===== config.mk =====
export PLATFORM = sky130hd
export DESIGN_NAME = byte_mode_alu_with_flags_unit_flat
export DESIGN_NICKNAME = d
export VERILOG_FILES = /design/src/rtl/bma_pkg.sv /design/src/rtl/bma_channels.sv /design/src/rtl/bma_front.sv /design/src/rtl/bma_queue.sv /design/src/rtl/bma_exec.sv /design/src/rtl/byte_mode_alu_with_flags_unit.sv /design/src/flat_wrapper.sv
export SDC_FILE = /design/constraint.sdc
export NUM_CORES = 1
export LEC_CHECK = 0
export BUFFER_PORTS_ARGS = -buffer_cell sky130_fd_sc_hd__buf_2
export CAP_MARGIN = 10
export CORE_MARGIN = 4
export CORE_UTILIZATION = 58
export CTS_CLUSTER_SIZE = 8
export DETAILED_ROUTE_END_ITERATION = 8
export GPL_TIMING_DRIVEN = 0
export PLACE_DENSITY = 0.79
export SYNTH_ARGS = -nofsm -noshare
export SYNTH_HDL_FRONTEND = slang
export SYNTH_SLANG_ARGS = --single-unit

===== constraint.sdc =====
create_clock -name clk -period 4.34 [get_ports clk]
set_input_delay 0.434 -clock clk [delete_from_list [all_inputs] [get_ports clk]]
set_output_delay 0.434 -clock clk [all_outputs]
set_load 0.01 [all_outputs]

===== src/rtl/bma_pkg.sv =====
package bma_pkg;

  typedef enum logic [3:0] {
    OP_RRC,
    OP_RRA,
    OP_PUSH,
    OP_MOV,
    OP_ADD,
    OP_ADDC,
    OP_SUBC,
    OP_SUB,
    OP_CMP,
    OP_NOP,
    OP_BIT,
    OP_BIC,
    OP_BIS,
    OP_XOR,
    OP_AND,
    OP_ERR
  } alu_op_t;

  localparam logic FMT_SINGLE = 1'b0;

  localparam logic [2:0] SEL1_RRC  = 3'd0;
  localparam logic [2:0] SEL1_RRA  = 3'd2;
  localparam logic [2:0] SEL1_PUSH = 3'd4;

  localparam logic [3:0] SEL2_MOV  = 4'd4;
  localparam logic [3:0] SEL2_ADD  = 4'd5;
  localparam logic [3:0] SEL2_ADDC = 4'd6;
  localparam logic [3:0] SEL2_SUBC = 4'd7;
  localparam logic [3:0] SEL2_SUB  = 4'd8;
  localparam logic [3:0] SEL2_CMP  = 4'd9;
  localparam logic [3:0] SEL2_DADD = 4'd10;
  localparam logic [3:0] SEL2_BIT  = 4'd11;
  localparam logic [3:0] SEL2_BIC  = 4'd12;
  localparam logic [3:0] SEL2_BIS  = 4'd13;
  localparam logic [3:0] SEL2_XOR  = 4'd14;
  localparam logic [3:0] SEL2_AND  = 4'd15;

  localparam int SR_C = 0;
  localparam int SR_Z = 1;
  localparam int SR_N = 2;
  localparam int SR_V = 8;

  localparam logic [15:0] SP_STEP = 16'd2;

  typedef struct packed {
    alu_op_t     op;
    logic [7:0]  src;
    logic [7:0]  dst;
    logic [15:0] sp;
    logic [15:0] status;
  } item_t;

  typedef struct packed {
    logic        write_dest;
    logic [7:0]  dest_value;
    logic        push_valid;
    logic [15:0] push_address;
    logic [7:0]  push_data;
    logic [15:0] status_out;
    logic        error;
  } result_t;

  function automatic logic [15:0] flags_word(logic c, logic z, logic n, logic v);
    logic [15:0] w;
    w = '0;
    w[SR_C] = c;
    w[SR_Z] = z;
    w[SR_N] = n;
    w[SR_V] = v;
    return w;
  endfunction

endpackage


===== src/rtl/bma_channels.sv =====
interface bma_in_if;
  logic        valid;
  logic        ready;
  logic        command;
  logic [15:0] opcode;
  logic [7:0]  src_byte;
  logic [7:0]  dst_byte;
  logic [15:0] stack_pointer;
  logic [15:0] status_in;

  modport source (output valid, command, opcode, src_byte, dst_byte, stack_pointer,
                  status_in, input ready);
  modport sink (input valid, command, opcode, src_byte, dst_byte, stack_pointer,
                status_in, output ready);
endinterface

interface bma_out_if;
  logic        valid;
  logic        ready;
  logic        write_dest;
  logic [7:0]  dest_value;
  logic        push_valid;
  logic [15:0] push_address;
  logic [7:0]  push_data;
  logic [15:0] status_out;
  logic        error;

  modport source (output valid, write_dest, dest_value, push_valid, push_address,
                  push_data, status_out, error, input ready);
  modport sink (input valid, write_dest, dest_value, push_valid, push_address,
                push_data, status_out, error, output ready);
endinterface


===== src/rtl/bma_front.sv =====
module bma_front (
  input  logic             clk,
  input  logic             rst,
  bma_in_if.sink           instr,
  output logic             q_valid,
  input  logic             q_ready,
  output bma_pkg::item_t   q_item
);

  logic             vld;
  bma_pkg::item_t   item;
  bma_pkg::alu_op_t op_dec;
  logic [2:0]       sel1;
  logic [3:0]       sel2;

  assign sel1 = instr.opcode[9:7];
  assign sel2 = instr.opcode[15:12];

  always_comb begin
    op_dec = bma_pkg::OP_ERR;
    if (instr.command == bma_pkg::FMT_SINGLE) begin
      unique case (sel1)
        bma_pkg::SEL1_RRC:  op_dec = bma_pkg::OP_RRC;
        bma_pkg::SEL1_RRA:  op_dec = bma_pkg::OP_RRA;
        bma_pkg::SEL1_PUSH: op_dec = bma_pkg::OP_PUSH;
        default:            op_dec = bma_pkg::OP_ERR;
      endcase
    end else begin
      unique case (sel2)
        bma_pkg::SEL2_MOV:  op_dec = bma_pkg::OP_MOV;
        bma_pkg::SEL2_ADD:  op_dec = bma_pkg::OP_ADD;
        bma_pkg::SEL2_ADDC: op_dec = bma_pkg::OP_ADDC;
        bma_pkg::SEL2_SUBC: op_dec = bma_pkg::OP_SUBC;
        bma_pkg::SEL2_SUB:  op_dec = bma_pkg::OP_SUB;
        bma_pkg::SEL2_CMP:  op_dec = bma_pkg::OP_CMP;
        bma_pkg::SEL2_DADD: op_dec = bma_pkg::OP_NOP;
        bma_pkg::SEL2_BIT:  op_dec = bma_pkg::OP_BIT;
        bma_pkg::SEL2_BIC:  op_dec = bma_pkg::OP_BIC;
        bma_pkg::SEL2_BIS:  op_dec = bma_pkg::OP_BIS;
        bma_pkg::SEL2_XOR:  op_dec = bma_pkg::OP_XOR;
        bma_pkg::SEL2_AND:  op_dec = bma_pkg::OP_AND;
        default:            op_dec = bma_pkg::OP_ERR;
      endcase
    end
  end

  // take a new item whenever the stage is empty or draining
  assign instr.ready = !vld || q_ready;

  always_ff @(posedge clk) begin
    if (rst) begin
      vld <= 1'b0;
    end else if (instr.ready) begin
      vld <= instr.valid;
    end
  end

  always_ff @(posedge clk) begin
    if (instr.valid && instr.ready) begin
      item.op     <= op_dec;
      item.src    <= instr.src_byte;
      item.dst    <= instr.dst_byte;
      item.sp     <= instr.stack_pointer;
      item.status <= instr.status_in;
    end
  end

  assign q_valid = vld;
  assign q_item  = item;

endmodule


===== src/rtl/bma_queue.sv =====
module bma_queue #(
  parameter int DEPTH = 2
) (
  input  logic            clk,
  input  logic            rst,
  input  logic            push_valid,
  output logic            push_ready,
  input  bma_pkg::item_t  push_item,
  output logic            pop_valid,
  input  logic            pop_ready,
  output bma_pkg::item_t  pop_item
);

  localparam int PTR_W = (DEPTH > 1) ? $clog2(DEPTH) : 1;
  localparam int CNT_W = $clog2(DEPTH + 1);
  localparam logic [PTR_W-1:0] LAST = PTR_W'(DEPTH - 1);
  localparam logic [CNT_W-1:0] FULL = CNT_W'(DEPTH);

  bma_pkg::item_t   entries [DEPTH];
  logic [PTR_W-1:0] wr_ptr;
  logic [PTR_W-1:0] rd_ptr;
  logic [CNT_W-1:0] count;
  logic             do_push;
  logic             do_pop;

  assign push_ready = (count != FULL);
  assign pop_valid  = (count != '0);
  assign pop_item   = entries[rd_ptr];
  assign do_push    = push_valid && push_ready;
  assign do_pop     = pop_valid && pop_ready;

  always_ff @(posedge clk) begin
    if (rst) begin
      wr_ptr <= '0;
      rd_ptr <= '0;
      count  <= '0;
    end else begin
      if (do_push) begin
        wr_ptr <= (wr_ptr == LAST) ? '0 : wr_ptr + PTR_W'(1);
      end
      if (do_pop) begin
        rd_ptr <= (rd_ptr == LAST) ? '0 : rd_ptr + PTR_W'(1);
      end
      if (do_push && !do_pop) begin
        count <= count + CNT_W'(1);
      end else if (do_pop && !do_push) begin
        count <= count - CNT_W'(1);
      end
    end
  end

  always_ff @(posedge clk) begin
    if (do_push) begin
      entries[wr_ptr] <= push_item;
    end
  end

endmodule


===== src/rtl/bma_exec.sv =====
module bma_exec (
  input  logic            clk,
  input  logic            rst,
  input  logic            q_valid,
  output logic            q_ready,
  input  bma_pkg::item_t  q_item,
  bma_out_if.source       result
);

  logic              ovld;
  bma_pkg::result_t  res;
  bma_pkg::result_t  res_next;
  logic              sub;
  logic              cin;
  logic              carry;
  logic [7:0]        s;
  logic [7:0]        d;
  logic [7:0]        b;
  logic [8:0]        sum;
  logic [7:0]        r_add;
  logic              v_add;
  logic [7:0]        r_and;
  logic [7:0]        r_xor;
  logic [7:0]        r_rot;

  assign s     = q_item.src;
  assign d     = q_item.dst;
  assign carry = q_item.status[bma_pkg::SR_C];

  assign sub = (q_item.op == bma_pkg::OP_SUBC) || (q_item.op == bma_pkg::OP_SUB) ||
               (q_item.op == bma_pkg::OP_CMP);
  assign b   = sub ? ~s : s;

  always_comb begin
    case (q_item.op)
      bma_pkg::OP_ADDC, bma_pkg::OP_SUBC: cin = carry;
      bma_pkg::OP_SUB, bma_pkg::OP_CMP:   cin = 1'b1;
      default:                            cin = 1'b0;
    endcase
  end

  assign sum   = {1'b0, d} + {1'b0, b} + {8'd0, cin};
  assign r_add = sum[7:0];
  assign v_add = (d[7] ^ r_add[7]) & (b[7] ^ r_add[7]);
  assign r_and = d & s;
  assign r_xor = d ^ s;
  // rrc shifts the carry in, rra keeps the sign
  assign r_rot = {(q_item.op == bma_pkg::OP_RRC) ? carry : s[7], s[7:1]};

  always_comb begin
    res_next              = '0;
    res_next.status_out   = q_item.status;
    case (q_item.op)
      bma_pkg::OP_RRC, bma_pkg::OP_RRA: begin
        res_next.write_dest = 1'b1;
        res_next.dest_value = r_rot;
        res_next.status_out = bma_pkg::flags_word(s[0], r_rot == 8'd0, r_rot[7], 1'b0);
      end
      bma_pkg::OP_PUSH: begin
        res_next.push_valid   = 1'b1;
        res_next.push_address = q_item.sp - bma_pkg::SP_STEP;
        res_next.push_data    = s;
      end
      bma_pkg::OP_MOV: begin
        res_next.write_dest = 1'b1;
        res_next.dest_value = s;
      end
      bma_pkg::OP_ADD, bma_pkg::OP_ADDC, bma_pkg::OP_SUBC, bma_pkg::OP_SUB: begin
        res_next.write_dest = 1'b1;
        res_next.dest_value = r_add;
        res_next.status_out = bma_pkg::flags_word(sum[8], r_add == 8'd0, r_add[7], v_add);
      end
      bma_pkg::OP_CMP: begin
        res_next.status_out = bma_pkg::flags_word(sum[8], r_add == 8'd0, r_add[7], v_add);
      end
      bma_pkg::OP_BIT: begin
        res_next.status_out = bma_pkg::flags_word(r_and != 8'd0, r_and == 8'd0, r_and[7],
                                                  1'b0);
      end
      bma_pkg::OP_BIC: begin
        res_next.write_dest = 1'b1;
        res_next.dest_value = d & ~s;
      end
      bma_pkg::OP_BIS: begin
        res_next.write_dest = 1'b1;
        res_next.dest_value = d | s;
      end
      bma_pkg::OP_XOR: begin
        res_next.write_dest = 1'b1;
        res_next.dest_value = r_xor;
        res_next.status_out = bma_pkg::flags_word(r_xor != 8'd0, r_xor == 8'd0, r_xor[7],
                                                  d[7] & s[7]);
      end
      bma_pkg::OP_AND: begin
        res_next.write_dest = 1'b1;
        res_next.dest_value = r_and;
        res_next.status_out = bma_pkg::flags_word(r_and != 8'd0, r_and == 8'd0, r_and[7],
                                                  1'b0);
      end
      bma_pkg::OP_ERR: begin
        res_next.error = 1'b1;
      end
      default: begin
        res_next.error = 1'b0;
      end
    endcase
  end

  // advance when the output register is empty or being taken
  assign q_ready = !ovld || result.ready;

  always_ff @(posedge clk) begin
    if (rst) begin
      ovld <= 1'b0;
    end else if (q_ready) begin
      ovld <= q_valid;
    end
  end

  always_ff @(posedge clk) begin
    if (q_valid && q_ready) begin
      res <= res_next;
    end
  end

  assign result.valid        = ovld;
  assign result.write_dest   = res.write_dest;
  assign result.dest_value   = res.dest_value;
  assign result.push_valid   = res.push_valid;
  assign result.push_address = res.push_address;
  assign result.push_data    = res.push_data;
  assign result.status_out   = res.status_out;
  assign result.error        = res.error;

endmodule


===== src/rtl/byte_mode_alu_with_flags_unit.sv =====
// Byte-mode ALU with N/Z/C/V flags for a 16-bit microcontroller execute stage.
//
// instr (sink): one item per instruction: format bit, raw instruction word,
// source and destination bytes, stack pointer and status word.
// result (source): exactly one item per instruction: destination write,
// stack push, new status word and an error flag for undefined opcodes.
// Both channels move an item on a rising edge with valid and ready high.
//
// A front stage registers the item with its decoded operation, a queue of
// QUEUE_DEPTH entries follows, and the back stage runs the 8-bit add and flag
// logic into an output register. An item accepted from instr passes through the
// front register, the queue and the output register before it can be taken from
// result; one item per cycle is sustained while result.ready stays high.
//
// Reset empties all three stages; no result is shown afterwards until a new
// item arrives. When the receiver holds ready low the output register holds
// its item, the queue fills, and instr.ready drops once front and queue are
// full; nothing is dropped.
module byte_mode_alu_with_flags_unit #(
  parameter int QUEUE_DEPTH = 2
) (
  input  logic      clk,
  input  logic      rst,
  bma_in_if.sink    instr,
  bma_out_if.source result
);

  logic             f_valid;
  logic             f_ready;
  bma_pkg::item_t   f_item;
  logic             b_valid;
  logic             b_ready;
  bma_pkg::item_t   b_item;

  bma_front u_front (
    .clk     (clk),
    .rst     (rst),
    .instr   (instr),
    .q_valid (f_valid),
    .q_ready (f_ready),
    .q_item  (f_item)
  );

  bma_queue #(
    .DEPTH (QUEUE_DEPTH)
  ) u_queue (
    .clk        (clk),
    .rst        (rst),
    .push_valid (f_valid),
    .push_ready (f_ready),
    .push_item  (f_item),
    .pop_valid  (b_valid),
    .pop_ready  (b_ready),
    .pop_item   (b_item)
  );

  bma_exec u_exec (
    .clk     (clk),
    .rst     (rst),
    .q_valid (b_valid),
    .q_ready (b_ready),
    .q_item  (b_item),
    .result  (result)
  );

endmodule


===== src/flat_wrapper.sv =====
// flat-port wrapper written by rule: the top's interface ports become plain ports
module byte_mode_alu_with_flags_unit_flat 
#(
  parameter int QUEUE_DEPTH = 2
)
  (clk, rst, instr_valid, instr_command, instr_opcode, instr_src_byte, instr_dst_byte, instr_stack_pointer, instr_status_in, instr_ready, result_valid, result_write_dest, result_dest_value, result_push_valid, result_push_address, result_push_data, result_status_out, result_error, result_ready);
  bma_in_if instr_i ();
  bma_out_if result_i ();
  input  logic clk;
  input  logic rst;
  input wire logic [$bits(instr_i.valid)-1:0] instr_valid;
  input wire logic [$bits(instr_i.command)-1:0] instr_command;
  input wire logic [$bits(instr_i.opcode)-1:0] instr_opcode;
  input wire logic [$bits(instr_i.src_byte)-1:0] instr_src_byte;
  input wire logic [$bits(instr_i.dst_byte)-1:0] instr_dst_byte;
  input wire logic [$bits(instr_i.stack_pointer)-1:0] instr_stack_pointer;
  input wire logic [$bits(instr_i.status_in)-1:0] instr_status_in;
  output wire logic [$bits(instr_i.ready)-1:0] instr_ready;
  output wire logic [$bits(result_i.valid)-1:0] result_valid;
  output wire logic [$bits(result_i.write_dest)-1:0] result_write_dest;
  output wire logic [$bits(result_i.dest_value)-1:0] result_dest_value;
  output wire logic [$bits(result_i.push_valid)-1:0] result_push_valid;
  output wire logic [$bits(result_i.push_address)-1:0] result_push_address;
  output wire logic [$bits(result_i.push_data)-1:0] result_push_data;
  output wire logic [$bits(result_i.status_out)-1:0] result_status_out;
  output wire logic [$bits(result_i.error)-1:0] result_error;
  input wire logic [$bits(result_i.ready)-1:0] result_ready;
  assign instr_i.valid = instr_valid;
  assign instr_i.command = instr_command;
  assign instr_i.opcode = instr_opcode;
  assign instr_i.src_byte = instr_src_byte;
  assign instr_i.dst_byte = instr_dst_byte;
  assign instr_i.stack_pointer = instr_stack_pointer;
  assign instr_i.status_in = instr_status_in;
  assign instr_ready = instr_i.ready;
  assign result_valid = result_i.valid;
  assign result_write_dest = result_i.write_dest;
  assign result_dest_value = result_i.dest_value;
  assign result_push_valid = result_i.push_valid;
  assign result_push_address = result_i.push_address;
  assign result_push_data = result_i.push_data;
  assign result_status_out = result_i.status_out;
  assign result_error = result_i.error;
  assign result_i.ready = result_ready;
  byte_mode_alu_with_flags_unit #(.QUEUE_DEPTH(QUEUE_DEPTH)) u_core (.clk(clk), .rst(rst), .instr(instr_i), .result(result_i));
endmodule

# ---- Yosys cells after proc, flatten, opt, wreduce, memory -nomap -nowiden
# Memories as Yosys holds them, arrays and structs flattened. A register that Yosys moved wholly into a read port is not among the register bits.
# Cells that the tools add are included.
dict set report classes {
  n_addsub 7
  n_eq_ne 17
  n_mux 17
  bitwise 9
  reduce_logical 29
}
# op count
set op_table {}
lappend op_table {{$pmux W16 S4} 1}
lappend op_table {{$pmux W9 S7} 1}
lappend op_table {{$logic_not A8 Y1} 4}
lappend op_table {{$eq A4 B4 Y1 const B} 7}
lappend op_table {{$mux W25} 1}
lappend op_table {{$and A8 B8 Y8} 2}
lappend op_table {{$eq A4 B3 Y1 const B} 4}
lappend op_table {{$reduce_bool A8 Y1} 2}
lappend op_table {{$sub A16 B2 Y16 const B} 1}
lappend op_table {{$pmux W4 S3} 1}
lappend op_table {{$add A8 B8 Y9} 1}
lappend op_table {{$add A9 B1 Y9} 1}
lappend op_table {{$eq A4 B2 Y1 const B} 2}
lappend op_table {{$mux W1} 8}
lappend op_table {{$mux W8} 1}
lappend op_table {{$not A8 Y8} 1}
lappend op_table {{$or A8 B8 Y8} 1}
lappend op_table {{$reduce_or A2 Y1} 4}
lappend op_table {{$xor A8 B8 Y8} 1}
lappend op_table {{$logic_and A1 B1 Y1} 5}
lappend op_table {{$reduce_or A5 Y1} 1}
lappend op_table {{$eq A4 B1 Y1 const B} 1}
lappend op_table {{$logic_not A1 Y1} 4}
lappend op_table {{$logic_not A4 Y1} 1}
lappend op_table {{other kinds (15)} 23}
dict set report word_totals {
  regBits 109
  mem_bits_rw 104
  mem_bits_ro 64
  input_bits 69
  output_inout_bits 53
  wordCells 98
  memories 2
}
# memory words width read_ports rd_ports_with_merged_regs write_ports line_no
set mem_list {}
lappend mem_list {u_core.u_queue.entries 2 52 1 1 1 bma_queue.sv:19} ;# bma_pkg::item_t entries [DEPTH];
lappend mem_list {{(name not given)} 16 4 1 0 0 bma_front.sv:29} ;# unique case (sel2)

# ---- Logic depth before layout (Yosys ltp)
dict set report depth {
  depth_word 9
  depth_mapped 17
  ltp_nobuf 13
}

# ---- Hierarchy
# Synthesis repeated with hierarchy kept, for this count alone.
dict set report unflattened {
  hier_cells 655
  area_unflattened_um2 9430.3
}
# mod instances cells_each area_each_um2 seq_area_each_um2
set by_module_without_submodules {}
lappend by_module_without_submodules {bma_queue 1 186 3961.3 3223.1}
lappend by_module_without_submodules {bma_exec 1 393 3752.3 1551.5}
lappend by_module_without_submodules {bma_front 1 76 1716.6 1581.5}

# ---- Least setup slack after synthesis
# Ideal clock, no wire load.
dict set report synth_path {
  path_kind {flip-flop to flip-flop}
  start {register with a tool-made name}
  end {register u_core.u_exec.res, in the netlist u_core.u_exec.result.status_out[8], data pin}
  setup_ns 0.135
  arrival_time_ns 3.791
  required_ns 4.205
  slack_ns 0.414
  stages_incl_launch_ff 16
  n_path_buf 5
  synth_period_minus_slack_ns 3.926
  path_cell_list {dfxtp_1 > buf_6 > buf_6 > buf_2 > buf_2 > buf_2 > mux2i_1 > inv_1 > xnor2_1 > ha_1 > nor2b_1 > o2111ai_1 > a31oi_1 > or3b_2 > or4_1 > nand3_1}
}
# element line_no
set synth_lines {}
lappend synth_lines {{end signal: assignment} bma_exec.sv:122} ;# res <= res_next;
lappend synth_lines {{end: declaration} bma_exec.sv:11} ;# bma_pkg::result_t res;

==> results by group <==
Critical path
  • Worst-case reg-to-reg path depth: 14
  • WP data required: 4720 ps
  • Critical Path End: u_core.u_exec.result.status_out[8]
  • CP Capture Type: flop
  • Crit Path Max Fanout: 19
  • CP Launch Type: flop
  • Worst Path Class, Setup: flop to flop
  • Reg2Reg Capture Point: u_core.u_exec.result.status_out[8]
  • R2R Setup Slk: 210 ps
  • Critical path arrival: 4510 ps

Finish
  • Nets: 877
  • Antenna diodes: 0
  • Post-Layout Cell Count: 993
  • Area grow syn2layout: 19.7%
  • Core Util, Final: 0.718
  • Share of layout cells above drive strength 1: 0.243

Place
  • Final RePlAce weighted congestion: 0.913
  • Placed insts: 951
  • Dpl hpwl: 14.6 mm
  • Pre-CTS WS: -867 ps
  • Port bufs: 112

Synthesis
  • EDFF count, synth: 207
  • Mapped cell area: 0.00923 sq mm
  • Distinct cells, synth: 57
  • Area leader, netlist: edfxtp_1
  • Area share of the largest cell type after synthesis: 0.674
  • Synth top area cells: edfxtp_1 67%, mux2i_1 4.9%, ha_1 4.7%
  • Yosys reg bits: 214
  • Ys flop type: edfxtp_1
  • Count leader, synth: edfxtp_1
  • Most frequent cells after synthesis: 207 x edfxtp_1, 67 x nor2_1, 45 x mux2i_1, 35 x ha_1
  • Post-synthesis cell count: 624
  • Seq/Total Area, Yosys: 0.689
  • Ys Warns: 0
  • Syn Area/Cell: 14.8 sq um
  • Synth async-reset ratio: 0
  • Syn Nets: 730

Drt
  • DR vias: 5,757
  • Routed len/inst: 20.7 microns
  • Routed Antenna Nets: 0
  • DRT iter0 DRCs: 422
  • Via density: 5.80
  • # DRC: 0
  • First drt pass iteration count: 5
  • Post-Route WL: 20.6 mm

GRT
  • Global route overflow: 0
  • Vias in the first global route: 5,992
  • Gr usage total: 0.230
  • Initial antenna violation count: 0
  • Largest net degree at the start of global routing: 31
  • First-pass GRT wire length: 32.2 mm

STA
  • Slew @ Worst Pin: 1120 ps
  • Worst setup margin: 210 ps
  • Min Clock Period, post-route: 4130 ps
  • Final setup fails: 0
  • Number of max-slew violations in the final report: 0
  • RSZ-0062 raised after global routing: false
  • Clock skew: 12.9 ps
  • Worst rel slew slack: 0.247
  • Final Hold Fails: 0
  • Fmax achieved: 242 MHz
  • Tcrit/Tclk final: 0.952
  • Final TNS setup: 0 ps

Run
  • Max Cap Viol: 0

Die
  • Die ar.: 0.0180 sq mm
  • Ports: 122
  • Core Rows: 45
  • Core area: 0.0154 sq mm
  • Die Wd: 134 microns
  • Die Y: 134 microns
  • Starting density of the core: 0.600

Clocking
  • Worst-Skew Late Latency: 530 ps
  • CTS tree: done
  • Clk pin slew, worst setup/hold paths: 50 ps
  • H-tree depth: 1
  • Clock buffer depth: 3
  • Hold buffers post-CTS: 0
  • Root buffer cell: clkbuf_16
  • Num Clock Sinks: 214
  • CTS Buf Count: 30

Worst hold path
  • Worst hold path startpoint: instr_dst_byte[3]
  • Hold WC Path Type: input port to flop

Power and ir drop
  • Power Total: 7.48 mW
  • Worst vdd ir: 0.579 mV
  • Power Density: 677 mW/mm^2
  • Leakage power: 4.15 nW

Outcome
  • Status: finished, final reports clean
## worst min path at each step
stage	to	slack, ps	cells past startpoint
finish	u_core.u_front.q_item[35]	80	1
global route	u_core.u_front.q_item[35]	60	1
CTS	u_core.u_front.q_item[35]	70	1
detailed placement	u_core.u_queue.entries[0][46]	430	0
global placement	u_core.u_queue.entries[0][5]	420	0
floorplan	u_core.u_queue.entries[0][0]	420	0
## cells in the final DEF, fill, tap and decap left out, types with 8 or more instances in the layout
cell	count
edfxtp_1	207
buf_2	114
nor2_1	66
mux2i_1	37
ha_1	35
clkbuf_16	31
nand2_1	24
inv_1	23
a21oi_1	21
nor3_1	18
o21ai_0	16
xnor2_1	15
clkbuf_1	15
xor2_1	11
nor3b_1	8
## flip-flops by register name, indices dropped and copies added (netlist names), named ones only
name	cells
u_core.u_queue.entries	104
u_core.u_front.q_item	52
u_core.u_exec.result.push_address	16
u_core.u_exec.result.status_out	16
u_core.u_exec.result.dest_value	8
u_core.u_exec.result.push_data	8
u_core.u_queue.count	2
u_core.u_exec.result.error	1
u_core.u_exec.result.push_valid	1
u_core.u_exec.result.valid	1
u_core.u_exec.result.write_dest	1
u_core.u_front.q_valid	1
u_core.u_queue.rd_ptr	1
u_core.u_queue.wr_ptr	1
## final cells by class
cell class	count	area [sq um]
Buffer	12	85.1
Clock buffer	42	817
Clock inverter	1	3.75
Fill cell	964	4330
Inverter	24	90.1
Multi-Input combinational cell	372	2780
Sequential cell	214	6360
Tap cell	211	264
Timing Repair Buffer	117	648
## kinds of logic after synthesis
| group | after synthesis | share of synthesized area |
|---|---|---|
| buffers and inverters | 38 | 0.0184 |
| adder cells (fa/ha/maj) | 38 | 0.0529 |
| flip-flops | 214 | 0.689 |
| multiplexers | 54 | 0.0613 |
| AND/OR/NAND/NOR | 159 | 0.0838 |
| XOR/XNOR | 27 | 0.0256 |
| AO/OA/AOI/OAI | 94 | 0.0690 |
## stage by stage
stage	hold slack, ps	area, sq um
2_1_floorplan	421	9230
3_3_place_gp	422	10100
3_5_place_dp	430	10100
4_1_cts	66.3	11000
5_1_grt	62.0	11000
6_report	84.5	11000
## report_power, final
group	internal [mW]	switching [mW]
clock network	1.27	0.757
logic	0.973	1.60
registers	2.76	0.123
## metal layers
layer	wire length, microns	global-route usage	share of wire
met3	1300	0.0420	0.063
met2	10500	0.409	0.51
met5	0	0	0
met4	497	0.0684	0.024
met1	8310	0.290	0.40
## critical path: stages, from the launching register on
cell and delay, ps:
dfxtp_1 330, buf_6 130, buf_6 210, buf_4 260
buf_6 220, mux2i_2 500, inv_1 150, xnor2_1 160
ha_1 380, a21o_1 190, nand2_1 130, a31oi_1 100
or3b_2 570, or4_1 500, nand3_1 130
## timing repair
action / in CTS / in global routing
hold endpoints to repair: 0 / 0
gates resized for setup: 16 / 3
endpoints found under the setup margin: 10 / 2
setup buffers: 1 / 0
Note: power is estimated with default switching activity, not from simulation.
